**src/hdl/tvdt_pkg.sv**
```systemverilog
// Shared types and constants for the vertex dedup table.
// No dependencies; imported by every module of the block.
`timescale 1ns / 1ps

package tvdt_pkg;

    localparam int TABLE_DEPTH = 1024;
    localparam int ADDR_W      = $clog2(TABLE_DEPTH);
    localparam int IDX_W       = ADDR_W + 1;
    localparam int COORD_W     = 32;
    localparam int TOL_W       = 16;
    localparam logic [TOL_W-1:0] TOL_RESET = TOL_W'(1);

    typedef struct packed {
        logic signed [COORD_W-1:0] coord_x;
        logic signed [COORD_W-1:0] coord_y;
        logic signed [COORD_W-1:0] coord_z;
        logic                      new_mesh;
    } vtx_in_t;

    typedef struct packed {
        logic [IDX_W-1:0] vertex_index;
        logic             was_found;
        logic             table_full;
    } vtx_out_t;

    typedef struct packed {
        logic start;
        logic scan;
        logic finish;
    } ctl_cmd_t;

    typedef struct packed {
        logic empty;
        logic hit;
        logic scan_done;
        logic out_free;
    } ctl_stat_t;

endpackage

```
**src/hdl/tvdt_controller.sv**
```systemverilog
// Controller state machine: accept, scan unless the table is empty, then deliver one result.
// Depends on tvdt_pkg; commands tvdt_datapath.
`timescale 1ns / 1ps

module tvdt_controller
    import tvdt_pkg::*;
(
    input  logic      aclk,
    input  logic      aresetn,
    input  logic      s_valid,
    output logic      s_ready,
    input  ctl_stat_t stat,
    output ctl_cmd_t  cmd
);

    localparam logic [1:0] ST_IDLE   = 2'd0;
    localparam logic [1:0] ST_SCAN   = 2'd1;
    localparam logic [1:0] ST_RESULT = 2'd2;

    logic [1:0] state_reg;
    logic [1:0] state_next;

    always_comb begin
        state_next = state_reg;
        cmd        = '0;
        s_ready    = 1'b0;
        unique case (state_reg)
            ST_IDLE: begin
                s_ready   = 1'b1;
                cmd.start = s_valid;
                if (s_valid) begin
                    state_next = stat.empty ? ST_RESULT : ST_SCAN;
                end
            end
            ST_SCAN: begin
                cmd.scan = 1'b1;
                if (stat.hit || stat.scan_done) begin
                    state_next = ST_RESULT;
                end
            end
            ST_RESULT: begin
                cmd.finish = stat.out_free;
                if (stat.out_free) begin
                    state_next = ST_IDLE;
                end
            end
            default: begin
                state_next = ST_IDLE;
            end
        endcase
    end

    always_ff @(posedge aclk) begin
        if (!aresetn) begin
            state_reg <= ST_IDLE;
        end else begin
            state_reg <= state_next;
        end
    end

endmodule

```
**config.mk**
```make
export PLATFORM = sky130hd
export DESIGN_NAME = tvdt_controller
export DESIGN_NICKNAME = d
export VERILOG_FILES = /design/src/hdl/tvdt_pkg.sv /design/src/hdl/tvdt_controller.sv
export SDC_FILE = /design/constraint.sdc
export NUM_CORES = 1
export LEC_CHECK = 0
export ABC_CLOCK_PERIOD_IN_PS = 2350
export BUFFER_PORTS_ARGS = -buffer_cell sky130_fd_sc_hd__buf_2
export CAP_MARGIN = 30
export CORE_AREA = 2 2 39 41
export DETAILED_ROUTE_END_ITERATION = 6
export DIE_AREA = 0 0 41 43
export PLACE_DENSITY_LB_ADDON = 0.3
export SLEW_MARGIN = 25
export SYNTH_ARGS = -nofsm -noshare
export SYNTH_HDL_FRONTEND = slang
export SYNTH_SLANG_ARGS = --single-unit
```
**constraint.sdc**
```tcl
create_clock -name aclk -period 2.35 [get_ports aclk]
set_input_delay 0.47 -clock aclk [delete_from_list [all_inputs] [get_ports aclk]]
set_output_delay 0.47 -clock aclk [all_outputs]
set_load 0.005 [all_outputs]
```
==> flow_summary.ini, run 1 <==
[sta]
timing.final.crit_share_pct = 62.5
worst_tran_pin_value_ps = 207
final-max-slew-violation-count = 0
max_freq_mhz = 681
setup_viol = 0
setup_tns_final_ps = 0
fin_skew_ps = 5.35
worst_slew_margin_rel_pct = 86.2
hold_viol = 0
rsz0062_at_grt = false
timing.final.crit_period_ps = 1470

[synth]
synthTopCellsByCount = nor2_1 (5), dfxtp_1 (2)
mappedNetlistArea_sq_um = 118
synth_enable_flop_cells = 0
postSynthNetCount = 23
yosys-top-cells-area = dfxtp_1 (34%), nor2_1 (16%), o211a_1 (8.5%)
postSynth.asyncResetShare_pct = 0
postSynthCellCount = 16
ys_ff_latch = 2
synthDistinctLibCells = 11
synth_flop_cell = dfxtp_1
post-synth-top-area-cell = dfxtp_1
synth.most_common_cell = nor2_1
synth.area.mux_share_pct = 0
synth.yosys.warnings = 0
synth-adder-area-share_pct = 0
netlist.area_leader.share_pct = 34.0
parity_gate_share_of_the_synthesized_area_counting_xor_and_xnor_cells_pct = 0
synth_compound_area_share_pct = 24.5
synth_simple_gate_area_share_pct = 38.3
seq_area_frac_synth_pct = 34.0
synth_top_family_by_area = simple AND/OR/NAND/NOR gates
syn-mean-instance-area_sq_um = 7.35

[routing]
via_count = 155
drt_pass1_iterations = 2
remaining_number_of_nets_flagged_by_the_antenna_check_after_routing = 0
detail_route.wirelength_um = 393
wire_per_inst_um = 8.73
drt-initial-drc-count = 5
route.detailed.vias_per_inst = 3.44
route.detailed.drc = 0

[worst_setup_path]
critical_path_buf_inv_count = 1
largest_delay_contributor_family_on_the_critical_path = flip-flops
critPathArrivalTime_ps = 1000
timing.critical_path.to_type = output pin
critical_path.max_fanout = 7
critPathKind = reg -> out
ff2ff_setup_slack_ps = 1440
crit_path_max_incr_delay_ps = 420
setup.worst_path.start_class = register
critical_path.slowest_cell = dfxtp_1
crit_path_cell_trace = nor2_1, and2_1, buf_2
crit_required_ps = 1880

[finish]
post_layout_nonfiller_instances = 45
final_core_util_pct = 15.2
multiInputGateArea_sq_um = 73.8
antenna_cells_inserted = 0
flip_flop_and_latch_area_sq_um = 40.0
layout_cell_share_with_drive_strength_beyond_1_pct = 44.8
area_growth_syn_to_layout_pct = 78.7
nNetsFinal = 38
largest_reg_flops = 2
final.fill_count = 155

[die]
chipHeight_um = 43
floorplan.rows = 14
fp.dieArea_sq_um = 1760
start_util_pct = 8.50
io_pins = 11
die_w_um = 41
core-area_sq_um = 1380

[clock_network]
cts_resized = 0
clk_latency_ps = 230
cts-hold-fix-buffers = 0
clock_tree.htree_level_count = 1
cts_inserted_buffers = 3
cts.sink_count = 2
tritoncts_clock_tree = done
number_of_buffers_on_the_longest_clock_path = 2
cts-root-buf = clkbuf_4
postCtsSetupRepairBufs = 0
clkTransAtPathRegs_ps = 30

[global_route]
largest_net_degree_at_the_start_of_global_routing = 8
initial_antenna_violation_count = 0
grt_remaining_overflow = 0
globalRouteTotalUtil_pct = 5.91
number_of_global_route_vias_before_repair = 144
first_pass_grt_wire_length_um = 572

[place]
port_buffers = 10
place_inst = 42
routabilityCongestion = 0.596

[power_and_ir_drop]
ir_worst_vdd_mv = 0.193
static-leakage-power_nw = 0.112
power.density_cell_area_nw_per_um2 = 668

[run_status]
outcome = complete, no violations

[hold_path]
worstHoldPathType = in -> reg

[job]
maxCapViolations = 0
[worst register-to-register path, stage by stage, from the launching register on]
cell,delay (ps)
dfxtp_1,350
nand2b_1,180
o22ai_1,160
o211a_1,160
[path summary, 6_finish.rpt]
check / from / end / cells past startpoint
min: aresetn / state_reg[1] / 2
max: state_reg[0] / cmd[2] / 3
max reg2reg: state_reg[0] / state_reg[1] / 3
min reg2reg: state_reg[1] / state_reg[0] / 1
[through the flow]
step	setup WS (ps)	power [W]	instance area, sq um	hold WS, ps
floorplan	1250	0.0000511	118	486
global placement	1040	0.0000639	188	529
detailed placement	1040	0.0000636	188	527
CTS	870	0.000147	210	477
global route	809	0.000157	210	479
finish	881	0.000140	210	487
[area by class of cell]
class	instances	share of cell area (%)
Clock buffer	3	10.7
Inverter	1	1.79
Multi-Input combinational cell	13	35.1
Sequential cell	2	19.0
Tap cell	16	9.52
Timing Repair Buffer	10	23.8
[power breakdown]
part           internal (W)  switching (W)
Clock             0.0000565      0.0000207
Combinational     0.0000131      0.0000102
Sequential        0.0000365     0.00000342
[routing by layer]
metal,wire [um],GRT usage (%),up-vias,part of all wire [%]
met1,213,7.64,61,54
met3,63,5.24,0,16
met4,0,8.00,0,0
met5,0,0,-,0
met2,116,4.06,11,30
li1,-,-,83,-
[kinds of logic (layout without fill, tap and decap cells)]
| family | count (synthesis) | in the layout |
|---|---|---|
| flops | 2 | 2 |
| simple gates | 9 | 9 |
| compound gates | 4 | 4 |
| buf+inv | 1 | 14 |
[cell usage in the layout, fill, tap and decap left out]
cell	Yosys	routed
dfxtp_1	2	2
a21oi_1	1	1
o211a_1	1	1
o22ai_1	1	1
nor2_1	5	5
clkbuf_4	0	3
a22oi_1	1	1
nor2b_1	1	1
nor3b_1	1	1
and2_1	1	1
buf_2	0	10
inv_1	1	1
nand2b_1	1	1
(Power assumes the default switching activity.)
==> run 2: changes to the inputs <==
--- a/config.mk
+++ b/config.mk
@@ -5,7 +5,7 @@
 export SDC_FILE = /design/constraint.sdc
 export NUM_CORES = 1
 export LEC_CHECK = 0
-export ABC_CLOCK_PERIOD_IN_PS = 2350
+export ABC_CLOCK_PERIOD_IN_PS = 1550
 export BUFFER_PORTS_ARGS = -buffer_cell sky130_fd_sc_hd__buf_2
 export CAP_MARGIN = 30
 export CORE_AREA = 2 2 39 41
==> constraint.sdc (replaced) <==
create_clock -name aclk -period 1.55 [get_ports aclk]
set_input_delay 0.31 -clock aclk [delete_from_list [all_inputs] [get_ports aclk]]
set_output_delay 0.31 -clock aclk [all_outputs]
set_load 0.005 [all_outputs]
==> run 2 against run 1 <==
Net effect: power increased by 50%; global-route usage decreased by 0.39 points; largest cell class unchanged; largest power group unchanged; critical path depth unchanged; register-to-register slack got worse by 790 ps.
==> flow_summary.ini, run 2 (synthesized netlist as in run 1, its figures left out) <==
[run_status]
outcome = complete, no violations

[routing]
remaining_number_of_nets_flagged_by_the_antenna_check_after_routing = 0
detail_route.wirelength_um = 399
route.detailed.vias_per_inst = 3.53
drt-initial-drc-count = 12
wire_per_inst_um = 8.87
via_count = 159
drt_pass1_iterations = 4
route.detailed.drc = 0

[clock_network]
number_of_buffers_on_the_longest_clock_path = 2
cts.sink_count = 2
postCtsSetupRepairBufs = 0
cts_inserted_buffers = 3
cts-hold-fix-buffers = 0
clk_latency_ps = 220
cts_resized = 0
clock_tree.htree_level_count = 1
clkTransAtPathRegs_ps = 30
tritoncts_clock_tree = done
cts-root-buf = clkbuf_4

[global_route]
globalRouteTotalUtil_pct = 5.51
initial_antenna_violation_count = 0
largest_net_degree_at_the_start_of_global_routing = 8
first_pass_grt_wire_length_um = 572
number_of_global_route_vias_before_repair = 150
grt_remaining_overflow = 0

[worst_setup_path]
critPathKind = reg -> out
largest_delay_contributor_family_on_the_critical_path = flip-flops
ff2ff_setup_slack_ps = 650
crit_required_ps = 1240
crit_path_max_incr_delay_ps = 410
critPathArrivalTime_ps = 980
critical_path_buf_inv_count = 1
timing.critical_path.to_type = output pin
setup.worst_path.start_class = register
critical_path.slowest_cell = dfxtp_1
critical_path.max_fanout = 7
crit_path_cell_trace = nor2_1, and2_1, buf_2

[sta]
max_freq_mhz = 776
fin_skew_ps = 0.118
setup_viol = 0
final-max-slew-violation-count = 0
holdWs_ps = 322
hold_viol = 0
timing.final.crit_share_pct = 83.2
timing.final.crit_period_ps = 1290
setup_tns_final_ps = 0
rsz0062_at_grt = false
worst_slew_margin_rel_pct = 86.8
worst_tran_pin_value_ps = 198

[job]
maxCapViolations = 0

[power_and_ir_drop]
static-leakage-power_nw = 0.112
ir_worst_vdd_mv = 0.135
power.density_cell_area_nw_per_um2 = 1000

[die]
io_pins = 11
core-area_sq_um = 1380
chipHeight_um = 43
die_w_um = 41
fp.dieArea_sq_um = 1760
start_util_pct = 8.50
floorplan.rows = 14

[finish]
layout.cells.most_common = buf_2
nNetsFinal = 38
layout_cell_share_with_drive_strength_beyond_1_pct = 44.8
antenna_cells_inserted = 0
area_growth_syn_to_layout_pct = 78.7
largest_reg_flops = 2
post_layout_nonfiller_instances = 45
mostFrequentLayoutCells = buf_2 (10), nor2_1 (5), clkbuf_4 (3)

[place]
place_inst = 42
port_buffers = 10
routabilityCongestion = 0.613

[hold_path]
worstHoldPathType = in -> reg
[run 2: cell counts in the layout (fill, tap and decap cells not counted)]
No cell type changed its count.
[run 2: metal layers]
metal  routed length, um  vias to the layer above  track usage (%)
met5                   0                        -                0
met4                   0                        0             8.00
met3                  79                        0             3.14
met2                 124                       13             3.75
met1                 195                       64             7.99
li1                    -                       82                -
[run 2: path summary, 6_finish.rpt]
path,depth (start not counted),end,from
min reg2reg,1,state_reg[0],state_reg[1]
max,3,cmd[2],state_reg[0]
min,2,state_reg[1],aresetn
max reg2reg,3,state_reg[1],state_reg[0]
[run 2: final cells by class]
type	instances	area (sq um)
Clock buffer	3	22.5
Inverter	1	3.75
Timing Repair Buffer	10	50.0
Tap cell	16	20.0
Multi-Input combinational cell	13	73.8
Fill cell	163	1170
Sequential cell	2	40.0
[run 2: power by group]
part	total, W	switching [W]	leakage, nW	internal, W
combinational	0.0000354	0.0000156	0.0814	0.0000198
clock	0.000115	0.0000292	0.0138	0.0000854
sequential	0.0000607	0.00000526	0.0164	0.0000554
[run 2: worst reg2reg max path, cell delays in order, from the launching register on]
cell and delay [ps]:
dfxtp_1 350, nand2b_1 180, o22ai_1 160, o211a_1 160
[run 2: through the flow]
| stage | utilization, % | power (W) | setup slack (ps) | area (sq um) |
|---|---|---|---|---|
| floorplan | - | 0.0000775 | 612 | 118 |
| CTS | 15.2 | 0.000219 | 250 | 210 |
| global route | 15.2 | 0.000223 | 174 | 210 |
| detailed placement | 13.6 | 0.0000966 | 495 | 188 |
| finish | 15.2 | 0.000211 | 261 | 210 |
| global placement | 13.6 | 0.0000972 | 505 | 188 |
